==> src/hw/rtl/dssg_pkg.sv <==
// ----------------------------------------------------------------------------
// dssg_pkg
// Types, constants and the square root helper shared by the span generator.
// ----------------------------------------------------------------------------
package dssg_pkg;

  localparam int COORD_BITS  = 12;
  localparam int OUT_BITS    = 13;
  localparam int RADIUS_BITS = 5;
  localparam int WIDTH_BITS  = 10;
  localparam int HEIGHT_BITS = 7;
  localparam int ROW_BITS    = 6;
  localparam int SQ_BITS     = 2 * RADIUS_BITS;

  localparam int MAX_ROWS    = 64;
  localparam int QUEUE_DEPTH = 2;
  localparam int QPTR_BITS   = 1;

  localparam logic MODE_CIRCLE = 1'b0;
  localparam logic MODE_RECT   = 1'b1;

  // One classified command, as handed from front to back.
  typedef struct packed {
    logic                        circ;
    logic signed [OUT_BITS-1:0]  x0;
    logic signed [OUT_BITS-1:0]  y0;
    logic [RADIUS_BITS-1:0]      r;
    logic [SQ_BITS-1:0]          r_sq;
    logic signed [OUT_BITS-1:0]  rect_last;
    logic [ROW_BITS-1:0]         rows_m1;
  } job_t;

  // Floor square root, digit by digit, two input bits per step.
  function automatic logic [RADIUS_BITS-1:0] isqrt(input logic [SQ_BITS-1:0] n);
    logic [RADIUS_BITS+1:0] rem;
    logic [RADIUS_BITS+1:0] trial;
    logic [RADIUS_BITS-1:0] root;
    rem  = '0;
    root = '0;
    for (int i = RADIUS_BITS - 1; i >= 0; i--) begin
      rem   = {rem[RADIUS_BITS-1:0], n[2*i+1 -: 2]};
      trial = {root, 2'b01};
      if (rem >= trial) begin
        rem  = rem - trial;
        root = {root[RADIUS_BITS-2:0], 1'b1};
      end else begin
        root = {root[RADIUS_BITS-2:0], 1'b0};
      end
    end
    return root;
  endfunction

endpackage

==> src/hw/rtl/dssg_if.sv <==
// ----------------------------------------------------------------------------
// dssg_in_if / dssg_out_if
// Valid/ready channels for shape commands and span results.
// ----------------------------------------------------------------------------
interface dssg_in_if import dssg_pkg::*; ();
  logic                          valid;
  logic                          ready;
  logic                          mode;
  logic signed [COORD_BITS-1:0]  pos_x;
  logic signed [COORD_BITS-1:0]  pos_y;
  logic [RADIUS_BITS-1:0]        radius;
  logic [WIDTH_BITS-1:0]         width;
  logic [HEIGHT_BITS-1:0]        height;

  modport source (output valid, mode, pos_x, pos_y, radius, width, height, input ready);
  modport sink   (input valid, mode, pos_x, pos_y, radius, width, height, output ready);
endinterface

interface dssg_out_if import dssg_pkg::*; ();
  logic                        valid;
  logic                        ready;
  logic signed [OUT_BITS-1:0]  row_y;
  logic signed [OUT_BITS-1:0]  first_x;
  logic signed [OUT_BITS-1:0]  last_x;
  logic                        has_pixels;
  logic                        last_row;

  modport source (output valid, row_y, first_x, last_x, has_pixels, last_row, input ready);
  modport sink   (input valid, row_y, first_x, last_x, has_pixels, last_row, output ready);
endinterface

==> src/hw/rtl/dssg_front.sv <==
// ----------------------------------------------------------------------------
// dssg_front
// Accepts shape commands and turns them into row jobs for the back end.
// ----------------------------------------------------------------------------
module dssg_front import dssg_pkg::*; (
  dssg_in_if.sink   in_chan,
  input  logic      q_ready,
  output logic      q_push,
  output job_t      q_job
);

  logic signed [OUT_BITS-1:0] px;
  logic signed [OUT_BITS-1:0] py;
  logic [HEIGHT_BITS-1:0]     h_sat;
  logic                       empty_rect;

  assign px = OUT_BITS'(in_chan.pos_x);
  assign py = OUT_BITS'(in_chan.pos_y);

  always_comb begin
    h_sat = (in_chan.height > HEIGHT_BITS'(MAX_ROWS)) ? HEIGHT_BITS'(MAX_ROWS)
                                                      : in_chan.height;
    empty_rect = (in_chan.mode == MODE_RECT) && (in_chan.height == '0);
  end

  assign in_chan.ready = q_ready;
  assign q_push        = in_chan.valid && q_ready && !empty_rect;

  always_comb begin
    q_job.circ      = (in_chan.mode == MODE_CIRCLE);
    q_job.x0        = px;
    q_job.r         = in_chan.radius;
    q_job.r_sq      = SQ_BITS'(in_chan.radius * in_chan.radius);
    q_job.rect_last = px + $signed({{(OUT_BITS-WIDTH_BITS){1'b0}}, in_chan.width})
                      - OUT_BITS'(1);
    if (in_chan.mode == MODE_CIRCLE) begin
      q_job.y0      = py - $signed({{(OUT_BITS-RADIUS_BITS){1'b0}}, in_chan.radius});
      q_job.rows_m1 = {in_chan.radius, 1'b0};
    end else begin
      q_job.y0      = py;
      q_job.rows_m1 = ROW_BITS'(h_sat - HEIGHT_BITS'(1));
    end
  end

endmodule

==> src/hw/rtl/dssg_queue.sv <==
// ----------------------------------------------------------------------------
// dssg_queue
// Short job FIFO between the command front end and the span back end.
// ----------------------------------------------------------------------------
module dssg_queue import dssg_pkg::*; (
  input  logic clk,
  input  logic rst_n,
  input  logic push,
  input  job_t push_job,
  output logic push_ready,
  input  logic pop,
  output logic pop_valid,
  output job_t pop_job
);

  job_t                 mem_r [QUEUE_DEPTH];
  logic [QPTR_BITS-1:0] wr_ptr_r, wr_ptr_nxt;
  logic [QPTR_BITS-1:0] rd_ptr_r, rd_ptr_nxt;
  logic [QPTR_BITS:0]   count_r, count_nxt;

  assign push_ready = (count_r != (QPTR_BITS+1)'(QUEUE_DEPTH));
  assign pop_valid  = (count_r != '0);
  assign pop_job    = mem_r[rd_ptr_r];

  always_comb begin
    wr_ptr_nxt = wr_ptr_r + QPTR_BITS'(push);
    rd_ptr_nxt = rd_ptr_r + QPTR_BITS'(pop);
    count_nxt  = count_r + (QPTR_BITS+1)'(push) - (QPTR_BITS+1)'(pop);
  end

  always_ff @(posedge clk) begin
    if (!rst_n) begin
      wr_ptr_r <= '0;
      rd_ptr_r <= '0;
      count_r  <= '0;
    end else begin
      wr_ptr_r <= wr_ptr_nxt;
      rd_ptr_r <= rd_ptr_nxt;
      count_r  <= count_nxt;
    end
  end

  always_ff @(posedge clk) begin
    if (push) begin
      mem_r[wr_ptr_r] <= push_job;
    end
  end

`ifndef ASSERT_OFF
  a_no_overflow: assert property (@(posedge clk) disable iff (!rst_n)
    push |-> push_ready) else $error("push into full job queue");
  a_no_underflow: assert property (@(posedge clk) disable iff (!rst_n)
    pop |-> pop_valid) else $error("pop from empty job queue");
  a_count_range: assert property (@(posedge clk) disable iff (!rst_n)
    count_r <= (QPTR_BITS+1)'(QUEUE_DEPTH)) else $error("job queue count out of range");
`endif

endmodule

==> src/hw/rtl/dssg_back.sv <==
// ----------------------------------------------------------------------------
// dssg_back
// Row sequencer, square root stage and output register for span results.
// ----------------------------------------------------------------------------
module dssg_back import dssg_pkg::*; (
  input  logic        clk,
  input  logic        rst_n,
  input  logic        q_valid,
  input  job_t        q_job,
  output logic        q_pop,
  dssg_out_if.source  out_chan
);

  // job register and row counter
  logic                  job_valid_r, job_valid_nxt;
  job_t                  job_r;
  logic [ROW_BITS-1:0]   k_r, k_nxt;

  // stage 1: squared half width and row
  logic                        s1_valid_r;
  logic [SQ_BITS-1:0]          s1_n_r;
  logic signed [OUT_BITS-1:0]  s1_row_r;
  logic signed [OUT_BITS-1:0]  s1_x0_r;
  logic signed [OUT_BITS-1:0]  s1_rect_last_r;
  logic                        s1_circ_r;
  logic                        s1_last_r;

  // output register
  logic                        out_valid_r;
  logic signed [OUT_BITS-1:0]  out_row_r;
  logic signed [OUT_BITS-1:0]  out_first_r;
  logic signed [OUT_BITS-1:0]  out_last_r;
  logic                        out_has_r;
  logic                        out_final_r;

  logic                        advance;
  logic                        issue;
  logic                        last_k;
  logic signed [RADIUS_BITS+1:0] dy;
  logic [RADIUS_BITS-1:0]      dy_mag;
  logic [SQ_BITS-1:0]          n_row;
  logic [RADIUS_BITS-1:0]      dx;
  logic signed [OUT_BITS-1:0]  dx_s;
  logic signed [OUT_BITS-1:0]  base_x;
  logic signed [OUT_BITS-1:0]  first_x;
  logic signed [OUT_BITS-1:0]  last_x;

  assign advance = !out_valid_r || out_chan.ready;
  assign issue   = advance && job_valid_r;
  assign last_k  = (k_r == job_r.rows_m1);
  assign q_pop   = !job_valid_r && q_valid;

  always_comb begin
    job_valid_nxt = job_valid_r;
    k_nxt         = k_r;
    if (q_pop) begin
      job_valid_nxt = 1'b1;
      k_nxt         = '0;
    end else if (issue) begin
      if (last_k) begin
        job_valid_nxt = 1'b0;
      end else begin
        k_nxt = k_r + ROW_BITS'(1);
      end
    end
  end

  always_comb begin
    dy     = $signed({1'b0, k_r}) - $signed({2'b00, job_r.r});
    dy_mag = dy[RADIUS_BITS+1] ? RADIUS_BITS'(-dy) : dy[RADIUS_BITS-1:0];
    n_row  = job_r.r_sq - SQ_BITS'(dy_mag * dy_mag);
  end

  always_comb begin
    dx      = isqrt(s1_n_r);
    dx_s    = $signed({{(OUT_BITS-RADIUS_BITS){1'b0}}, dx});
    base_x  = s1_circ_r ? (s1_x0_r - dx_s) : s1_x0_r;
    last_x  = s1_circ_r ? (s1_x0_r + dx_s) : s1_rect_last_r;
    first_x = base_x + $signed({{(OUT_BITS-1){1'b0}}, base_x[0] ^ s1_row_r[0]});
  end

  always_ff @(posedge clk) begin
    if (!rst_n) begin
      job_valid_r <= 1'b0;
      k_r         <= '0;
      s1_valid_r  <= 1'b0;
      out_valid_r <= 1'b0;
    end else begin
      job_valid_r <= job_valid_nxt;
      k_r         <= k_nxt;
      if (advance) begin
        s1_valid_r  <= issue;
        out_valid_r <= s1_valid_r;
      end
    end
  end

  always_ff @(posedge clk) begin
    if (q_pop) begin
      job_r <= q_job;
    end
    if (advance) begin
      s1_n_r         <= job_r.circ ? n_row : '0;
      s1_row_r       <= job_r.y0 + $signed({{(OUT_BITS-ROW_BITS){1'b0}}, k_r});
      s1_x0_r        <= job_r.x0;
      s1_rect_last_r <= job_r.rect_last;
      s1_circ_r      <= job_r.circ;
      s1_last_r      <= last_k;
      out_row_r      <= s1_row_r;
      out_first_r    <= first_x;
      out_last_r     <= last_x;
      out_has_r      <= (first_x <= last_x);
      out_final_r    <= s1_last_r;
    end
  end

  assign out_chan.valid      = out_valid_r;
  assign out_chan.row_y      = out_row_r;
  assign out_chan.first_x    = out_first_r;
  assign out_chan.last_x     = out_last_r;
  assign out_chan.has_pixels = out_has_r;
  assign out_chan.last_row   = out_final_r;

`ifndef ASSERT_OFF
  a_parity: assert property (@(posedge clk) disable iff (!rst_n)
    out_valid_r |-> (out_first_r[0] == out_row_r[0])) else $error("span parity broken");
  a_job_done: assert property (@(posedge clk) disable iff (!rst_n)
    (issue && last_k) |=> !job_valid_r) else $error("job not retired after last row");
  a_stall_hold: assert property (@(posedge clk) disable iff (!rst_n)
    (out_valid_r && !out_chan.ready && s1_valid_r) |=> (s1_valid_r && $stable(s1_row_r)))
    else $error("stage 1 moved during stall");
  a_pop_idle: assert property (@(posedge clk) disable iff (!rst_n)
    q_pop |-> !job_valid_r) else $error("job loaded over active job");
`endif

endmodule

==> src/hw/rtl/dithered_shape_span_generator.sv <==
// ----------------------------------------------------------------------------
// dithered_shape_span_generator
// Turns circle and rectangle commands into checkerboard-dithered row spans.
// ----------------------------------------------------------------------------
//  channel    dir  transaction
//  in_chan    in   one shape command (mode, pos_x, pos_y, radius, width, height)
//  out_chan   out  one span per row (row_y, first_x, last_x, has_pixels, last_row)
//
//  In the back end a command gives one span per row, one per cycle while
//  out_chan.ready is high, after a job load and a two stage square root /
//  span pipeline (2r+1 rows for a circle, min(height, 64) for a rectangle).
//  A two entry job queue lets the front take commands while spans drain.
//  A rectangle of height zero is accepted and gives no span. Reset clears
//  control state only; out_chan.ready low with a span held stalls the rows.
// ----------------------------------------------------------------------------
module dithered_shape_span_generator import dssg_pkg::*; (
  input  logic       clk,
  input  logic       rst_n,
  dssg_in_if.sink    in_chan,
  dssg_out_if.source out_chan
);

  logic q_push;
  logic q_ready;
  logic q_pop;
  logic q_valid;
  job_t push_job;
  job_t pop_job;

  dssg_front u_front (
    .in_chan (in_chan),
    .q_ready (q_ready),
    .q_push  (q_push),
    .q_job   (push_job)
  );

  dssg_queue u_queue (
    .clk        (clk),
    .rst_n      (rst_n),
    .push       (q_push),
    .push_job   (push_job),
    .push_ready (q_ready),
    .pop        (q_pop),
    .pop_valid  (q_valid),
    .pop_job    (pop_job)
  );

  dssg_back u_back (
    .clk      (clk),
    .rst_n    (rst_n),
    .q_valid  (q_valid),
    .q_job    (pop_job),
    .q_pop    (q_pop),
    .out_chan (out_chan)
  );

endmodule

==> src/flat_wrapper.sv <==
// flat-port wrapper written by rule: the top's interface ports become plain ports
module dithered_shape_span_generator_flat import dssg_pkg::*;
  (clk, rst_n, in_chan_valid, in_chan_mode, in_chan_pos_x, in_chan_pos_y, in_chan_radius, in_chan_width, in_chan_height, in_chan_ready, out_chan_valid, out_chan_row_y, out_chan_first_x, out_chan_last_x, out_chan_has_pixels, out_chan_last_row, out_chan_ready);
  dssg_in_if in_chan_i ();
  dssg_out_if out_chan_i ();
  input  logic clk;
  input  logic rst_n;
  input wire logic [$bits(in_chan_i.valid)-1:0] in_chan_valid;
  input wire logic [$bits(in_chan_i.mode)-1:0] in_chan_mode;
  input wire logic [$bits(in_chan_i.pos_x)-1:0] in_chan_pos_x;
  input wire logic [$bits(in_chan_i.pos_y)-1:0] in_chan_pos_y;
  input wire logic [$bits(in_chan_i.radius)-1:0] in_chan_radius;
  input wire logic [$bits(in_chan_i.width)-1:0] in_chan_width;
  input wire logic [$bits(in_chan_i.height)-1:0] in_chan_height;
  output wire logic [$bits(in_chan_i.ready)-1:0] in_chan_ready;
  output wire logic [$bits(out_chan_i.valid)-1:0] out_chan_valid;
  output wire logic [$bits(out_chan_i.row_y)-1:0] out_chan_row_y;
  output wire logic [$bits(out_chan_i.first_x)-1:0] out_chan_first_x;
  output wire logic [$bits(out_chan_i.last_x)-1:0] out_chan_last_x;
  output wire logic [$bits(out_chan_i.has_pixels)-1:0] out_chan_has_pixels;
  output wire logic [$bits(out_chan_i.last_row)-1:0] out_chan_last_row;
  input wire logic [$bits(out_chan_i.ready)-1:0] out_chan_ready;
  assign in_chan_i.valid = in_chan_valid;
  assign in_chan_i.mode = in_chan_mode;
  assign in_chan_i.pos_x = in_chan_pos_x;
  assign in_chan_i.pos_y = in_chan_pos_y;
  assign in_chan_i.radius = in_chan_radius;
  assign in_chan_i.width = in_chan_width;
  assign in_chan_i.height = in_chan_height;
  assign in_chan_ready = in_chan_i.ready;
  assign out_chan_valid = out_chan_i.valid;
  assign out_chan_row_y = out_chan_i.row_y;
  assign out_chan_first_x = out_chan_i.first_x;
  assign out_chan_last_x = out_chan_i.last_x;
  assign out_chan_has_pixels = out_chan_i.has_pixels;
  assign out_chan_last_row = out_chan_i.last_row;
  assign out_chan_i.ready = out_chan_ready;
  dithered_shape_span_generator u_core (.clk(clk), .rst_n(rst_n), .in_chan(in_chan_i), .out_chan(out_chan_i));
endmodule
==> config.mk <==
export PLATFORM = sky130hd
export DESIGN_NAME = dithered_shape_span_generator_flat
export DESIGN_NICKNAME = d
export VERILOG_FILES = /design/src/hw/rtl/dssg_pkg.sv /design/src/hw/rtl/dssg_if.sv /design/src/hw/rtl/dssg_front.sv /design/src/hw/rtl/dssg_queue.sv /design/src/hw/rtl/dssg_back.sv /design/src/hw/rtl/dithered_shape_span_generator.sv /design/src/flat_wrapper.sv
export SDC_FILE = /design/constraint.sdc
export NUM_CORES = 1
export LEC_CHECK = 0
export BUFFER_PORTS_ARGS = -buffer_cell sky130_fd_sc_hd__buf_2
export CAP_MARGIN = 20
export CORE_MARGIN = 2
export CORE_UTILIZATION = 60
export DETAILED_ROUTE_END_ITERATION = 7
export PLACE_DENSITY = 0.84
export SLEW_MARGIN = 20
export SYNTH_ARGS = -nofsm -noshare
export SYNTH_HDL_FRONTEND = slang
export SYNTH_SLANG_ARGS = --single-unit
==> constraint.sdc <==
create_clock -name clk -period 25.8 [get_ports clk]
set_input_delay 5.16 -clock clk [delete_from_list [all_inputs] [get_ports clk]]
set_output_delay 5.16 -clock clk [all_outputs]
set_load 0.05 [all_outputs]
**Word-level counts from Yosys, hierarchy flattened**

Memories as Yosys holds them, arrays and structs flattened. A register that Yosys moved wholly into a read port is not among the register bits.
Cells that the tools add are included.

- Flip-flop bits (word level): 105
- Output and inout bits: 43
- Bits of input ports: 51
- Memories: 1
- Word-level logic and storage cells: 90
- Bits in writable memories: 122

Memory list:

| memory | words | width | rd ports | clocked after memory_dff | wr ports | line | source |
|---|---|---|---|---|---|---|---|
| u_core.u_queue.mem_r | 2 | 61 | 1 | 1 | 1 | dssg_queue.sv:16 | `job_t mem_r [QUEUE_DEPTH];` |

- Equality and inequality tests: 2
- Muxes and demuxes: 20
- Order comparisons: 7
- $mul: 2
- Reduce and logical (&&, ||, !) cells: 16
- Add/subtract/negate cells: 20
- Bitwise gates (word level): 4

Operators by type and width:

| kind | number |
|---|---|
| 13-bit 2-to-1 mux | 3 |
| 5-bit 2-to-1 mux | 5 |
| 5-bit by 5-bit multiplier with 10-bit output | 2 |
| 12-bit by 11-bit adder with 13-bit output | 1 |
| 13-bit by 2-bit adder with 13-bit output | 1 |
| 13-bit by 6-bit adder with 13-bit output | 1 |
| 13-bit by 7-bit adder with 13-bit output | 1 |
| 13-bit <= comparator | 1 |
| 12-bit by 6-bit subtractor with 13-bit output | 1 |
| 13-bit by 2-bit subtractor with 13-bit output (second input constant) | 1 |
| 13-bit by 6-bit subtractor with 13-bit output | 1 |
| 6-bit 2-to-1 mux | 2 |
| 1-bit 2-to-1 mux | 10 |
| 10-bit subtractor | 1 |
| 7-bit by 3-bit >= comparator with 1-bit output | 1 |
| 7-bit by 4-bit >= comparator with 1-bit output | 1 |
| 7-bit by 5-bit >= comparator with 1-bit output | 1 |
| 7-bit by 6-bit >= comparator with 1-bit output | 1 |
| 7-bit greater-than comparator (second input constant) | 1 |
| 7-bit zero test | 1 |
| 6-bit by 5-bit subtractor with 7-bit output | 1 |
| 6-bit by 1-bit adder with 6-bit output (second input constant) | 1 |
| 6-bit equality test | 1 |
| 2-bit nonzero test | 3 |
| other kinds (18) | 28 |

**Depth between registers and ports, before layout**

- Word-level depth: 15
- Gate-level depth with buffers: 44
- Gate-level depth less buffers: 43

**Cells and area by module**

A second synthesis with hierarchy kept.

- Cells, all modules: 1210
- Area, all modules: 15613.7 um^2

Modules (own cells, without submodules):

| module | cells an instance | area each (um^2) | sequential area each (um^2) | times used |
|---|---|---|---|---|
| dssg_back | 725 | 8767.2 | 4774.6 | 1 |
| dssg_queue | 211 | 4941.0 | 3763.6 | 1 |
| dssg_front | 274 | 1905.6 | 0.0 | 1 |

**Least setup slack after synthesis**

Ideal clock, no wire load.

- Kind: input to register
- Start point: in out_chan_ready
- End point: reg u_core.u_back.k_r[5]
- Data required time: 25.730 ns
- Slack: 17.525 ns
- Buffers on the path: 0
- Data arrival time: 8.204 ns
- Stages: 7
- Setup time: 0.070 ns
- Path through: nor2b_1 -> inv_1 -> nand2_1 -> nor2_1 -> nand4_1 -> or3_1 -> a21oi_1

- Word-level cells in the longest chain between the ends: 3

Ends and longest elaborated chain:

| item | line | source |
|---|---|---|
| from (decl) | flat_wrapper.sv:22 | `input wire logic [$bits(out_chan_i.ready)-1:0] out_chan_ready;` |
| 1-bit logical OR | dssg_back.sv:48 | `assign advance = !out_valid_r \|\| out_chan.ready;` |
| 1-bit logical AND | dssg_back.sv:49 | `assign issue = advance && job_valid_r;` |
| 2-bit AND reduction (no source line) | n/a |  |
| to (signal assigned) | dssg_back.sv:90 | `k_r <= k_nxt;` |
| to (decl) | dssg_back.sv:17 | `logic [ROW_BITS-1:0] k_r, k_nxt;` |

No other way between the ends.
A chain may end at the register's enable or synchronous reset.

**Worst setup path after layout**

- Start point: reg u_core.u_back.s1_n_r[6]
- End point: reg u_core.u_back.out_has_r (netlist: u_core.u_back.out_chan.has_pixels) (data pin)

- Word-level cells in the longest chain between the ends: 13
- Elaborated cells on any way between the ends: 21
- Classes of those cells: 6 x add/sub; 5 x order compare; 9 x mux; 1 x bitwise

Ends and longest elaborated chain:

| item | line | source |
|---|---|---|
| from (decl) | dssg_back.sv:21 | `logic [SQ_BITS-1:0] s1_n_r;` |
| from (signal assigned) | dssg_back.sv:103 | `s1_n_r <= job_r.circ ? n_row : '0;` |
| 7-bit by 3-bit >= comparator with 1-bit output / 5-bit by 3-bit subtractor with 5-bit output (equally long branches) | dssg_pkg.sv:43, dssg_pkg.sv:44 |  |
| 5-bit 2-to-1 mux / 1-bit 2-to-1 mux (equally long branches) | dssg_pkg.sv:43 | `if (rem >= trial) begin` |
| 7-bit by 4-bit >= comparator with 1-bit output / 5-bit by 4-bit subtractor with 5-bit output (equally long branches) | dssg_pkg.sv:43, dssg_pkg.sv:44 |  |
| 5-bit 2-to-1 mux / 1-bit 2-to-1 mux (equally long branches) | dssg_pkg.sv:43 |  |
| 7-bit by 5-bit >= comparator with 1-bit output / 5-bit subtractor (equally long branches) | dssg_pkg.sv:43, dssg_pkg.sv:44 |  |
| 5-bit 2-to-1 mux / 1-bit 2-to-1 mux (equally long branches) | dssg_pkg.sv:43 |  |
| 7-bit by 6-bit >= comparator with 1-bit output | dssg_pkg.sv:43 |  |
| 1-bit 2-to-1 mux | dssg_pkg.sv:43 |  |
| 13-bit by 6-bit subtractor with 13-bit output * | dssg_back.sv:77 | `base_x = s1_circ_r ? (s1_x0_r - dx_s) : s1_x0_r;` |
| 13-bit 2-to-1 mux * | dssg_back.sv:77 |  |
| 1-bit XOR | dssg_back.sv:79 | `first_x = base_x + $signed({{(OUT_BITS-1){1'b0}}, base_x[0] ^ s1_row_r[0]});` |
| 13-bit by 2-bit adder with 13-bit output * | dssg_back.sv:79 |  |
| net u_core.u_back.first_x[12] | dssg_back.sv:45 | `logic signed [OUT_BITS-1:0] first_x;` |
| 13-bit <= comparator * | dssg_back.sv:112 | `out_has_r <= (first_x <= last_x);` |
| to (signal assigned) | dssg_back.sv:112 |  |
| to (decl) | dssg_back.sv:33 | `logic out_has_r;` |

Mark *: on every way through the listed nets, which the timed path passes. The rest lies on a longest branch.

==> impl_metrics.py <==
metrics = {
    "synthesis": {
        "yosysWarnings": 0,
        "synth_area_um2": 14500,
        "synth_edf_count": 265,
        "synthCells": 1146,
        "synthArstFlopShare_pct": 0,
        "ys.flop_type": "edfxtp_1",
        "ys_types": 64,
        "yosysMostFrequentCell": "edfxtp_1",
        "synth.top_cell.area_share_pct": 54.8,
        "avgSynthCellArea_um2": 12.7,
        "synth-seq-cells": 278,
        "synth_area_leaders": "edfxtp_1 55%, ha_1 9.7%, mux2_2 4.9%",
        "synth_nets": 1327,
        "ys_seq_area_share_pct": 56.6,
        "synthTopCellsByCount": "265 x edfxtp_1, 139 x inv_1, 112 x ha_1, 72 x nor2_1, 65 x xnor2_1",
        "synth_top_cell_by_area": "edfxtp_1",
    },
    "setup_path": {
        "cp-endpoint": "u_core.u_back.out_chan.has_pixels",
        "arrival_ns": 9.56,
        "rr_worst_depth": 41,
        "r2r_setup_slack_ns": 16.50,
        "critical_path_class": "reg2reg",
        "slowest_delay_ns": 0.54,
        "rr_startpoint": "u_core.u_back.s1_n_r[6]",
        "cp_slowest_cell": "edfxtp_1",
        "start_kind": "flip-flop",
        "cp_max_fo": 9,
        "reg2reg_to": "u_core.u_back.out_chan.has_pixels",
        "crit_start": "u_core.u_back.s1_n_r[6]",
        "worst_ep_required_time_ns": 26.06,
        "crit_top_cell": "ha_1",
        "cp-end-kind": "flip-flop",
    },
    "sta": {
        "max_freq_mhz": 108,
        "fin_tns_setup_ns": 0,
        "tightest_slew_ns": 0.804,
        "relSlewSlack_pct": 46.4,
        "whs_ns": 0.418,
        "fin_skew_ns": 0.00939,
        "hold_violations": 0,
        "rsz0062_at_grt": "no",
        "setup_viol": 0,
        "fin_crit_ns": 9.30,
        "maxSlewViolCount": 0,
        "fin_crit_sh_pct": 36.1,
    },
    "placed_design": {
        "gp_congestion": 0.849,
        "io_buffers": 93,
        "dpl.hpwl_mm": 18.2,
    },
    "route": {
        "wl_per_cell_um": 16.1,
        "postRouteAntennaNets": 0,
        "vias_per_cell": 5.42,
        "drt_iter0_drc": 539,
        "num_vias": 8645,
        "wirelength_mm": 25.6,
        "post-route-drc-count": 0,
        "dr.pass1.iters": 5,
    },
    "clock_network": {
        "htree_levels": 1,
        "cts.sinks": 278,
        "postCtsResizedCells": 0,
        "cts_tree": "built",
        "cts_setup_buffers": 0,
        "numCtsBuffers": 27,
        "cts_buffer_depth": 3,
        "path_clk_slew_ns": 0.06,
        "holdBufCountCts": 0,
        "clk_latency_ns": 0.53,
        "cts_root_buf": "clkbuf_16",
    },
    "floorplan": {
        "num_io_pins": 94,
        "die_w_um": 160,
        "die_h_um": 160,
        "fp.coreArea_um2": 23600,
        "die-area_um2": 25500,
        "rows": 56,
        "initial_core_util_pct": 61.5,
    },
    "grt": {
        "grt_antenna_before_repair": 2,
        "grt_pass1_vias": 8702,
        "grt_pass1_wl_mm": 41.9,
        "grt_overflow": 0,
        "grt_max_degree": 89,
        "grt_usage_pct": 20.2,
    },
    "final_layout": {
        "fin_nets": 1436,
        "drive_gt1_share_pct": 17.5,
        "syn_to_final_growth_pct": 11.6,
    },
    "run": {
        "cap_violations": 0,
    },
    "min_path": {
        "hold_path_class": "reg2reg",
    },
    "run_status": {
        "status": "complete, no violations",
    },
}
==> area by class of cell <==
type,instances,area (µm²)
clock inverter,11,110
timing repair buffer,100,522
fill,1593,7410
sequential,278,8220
clock buffer,38,717
antenna,2,5.00
inverter,143,541
tap,319,399
multi-input combinational,705,5690
==> cell usage in the layout (no fill, tap or decap), types with 10 or more instances in the layout <==
cell type  netlist  routed
nand2_1         52      52
inv_1          139     137
ha_1           112     110
nor3_1          12      12
a21o_1          19      19
and2_1          11      11
clkbuf_1        12      11
edfxtp_1       265     265
o21bai_1        10      10
o21ai_0         36      36
mux2_2          63      63
buf_2            2      93
xnor2_1         65      65
dfxtp_1         13      12
fa_1            18      18
nand2b_1        10      10
nor2_1          72      72
nand3_1         12      12
a21oi_1         50      50
nor2b_1         18      18
xor2_1          30      30
clkbuf_16        0      27
==> flip-flops by register name (all words and copies together) (netlist names), 2 cells and up <==
| register | count |
|---|---|
| u_core.u_back.s1_row_r | 13 |
| u_core.u_queue.mem_r | 116 |
| u_core.u_back.out_chan.last_x | 13 |
| u_core.u_back.out_chan.row_y | 13 |
| u_core.u_back.job_r | 58 |
| u_core.u_back.s1_x0_r | 12 |
| u_core.u_back.s1_n_r | 10 |
| u_core.u_queue.count_r | 2 |
| u_core.u_back.k_r | 6 |
| u_core.u_back.s1_rect_last_r | 13 |
| u_core.u_back.out_chan.first_x | 13 |
==> metal layers <==
metal	vias to the layer above	track usage, %	share of wire (%)
met3	42	2.71	4.2
li1	4308	-	-
met2	184	35.0	50
met4	0	6.20	2.0
met5	-	0	0
met1	4111	26.7	44
==> cells by family (layout without fill, tap and decap cells) <==
family                     after synthesis  in the layout  share of synthesized area [%]
other                                    0              2                              0
AOI/OAI and AO/OA                      167            167                           7.37
DFF                                    278            278                           56.6
buffers and inverters                  163            292                           4.25
muxes                                   67             67                           5.16
and+or+nand+nor                        246            246                           8.74
xor gates and xnor gates                95             95                           5.73
adders and majority gates              130            130                           12.1
==> critical path: cells and delay by family, from the launching register on <==
| kind | cells | cell delay [ns] |
|---|---|---|
| buffers and inverters | 4 | 0.50 |
| AND/OR/NAND/NOR | 16 | 3.44 |
| flip-flops | 1 | 0.54 |
| XOR/XNOR | 3 | 0.36 |
| AO/OA/AOI/OAI | 11 | 1.86 |
| adder cells (fa/ha/maj) | 7 | 2.33 |
==> through the flow <==
stage          setup slack (ns)  util, %  area (µm²)  std cells
4_1_cts                   16.58     68.6       16200       1594
5_1_grt                   15.84     68.6       16200       1596
3_3_place_gp              17.02     65.1       15400       1545
6_report                  16.50     68.6       16200       1596
3_5_place_dp              16.66     65.1       15400       1545
2_1_floorplan             17.53        -       14500       1146
==> worst min-delay path by stage <==
stage / start / endpoint / slack [ns] / cells past startpoint
floorplan: u_core.u_back.s1_last_r / u_core.u_back.out_chan.last_row / 0.40 / 0
global placement: u_core.u_back.s1_row_r[12] / u_core.u_back.out_chan.row_y[12] / 0.40 / 0
detailed placement: u_core.u_back.s1_row_r[7] / u_core.u_back.out_chan.row_y[7] / 0.40 / 0
CTS: u_core.u_back.job_r[17] / u_core.u_back.s1_rect_last_r[11] / 0.42 / 0
global route: u_core.u_back.s1_row_r[10] / u_core.u_back.out_chan.row_y[10] / 0.42 / 0
finish: u_core.u_back.job_r[59] / u_core.u_back.s1_x0_r[11] / 0.42 / 0
Power is left out: the tool's default activity adds up to more than one toggle a clock period on the data nets, which glitch-free logic cannot reach.
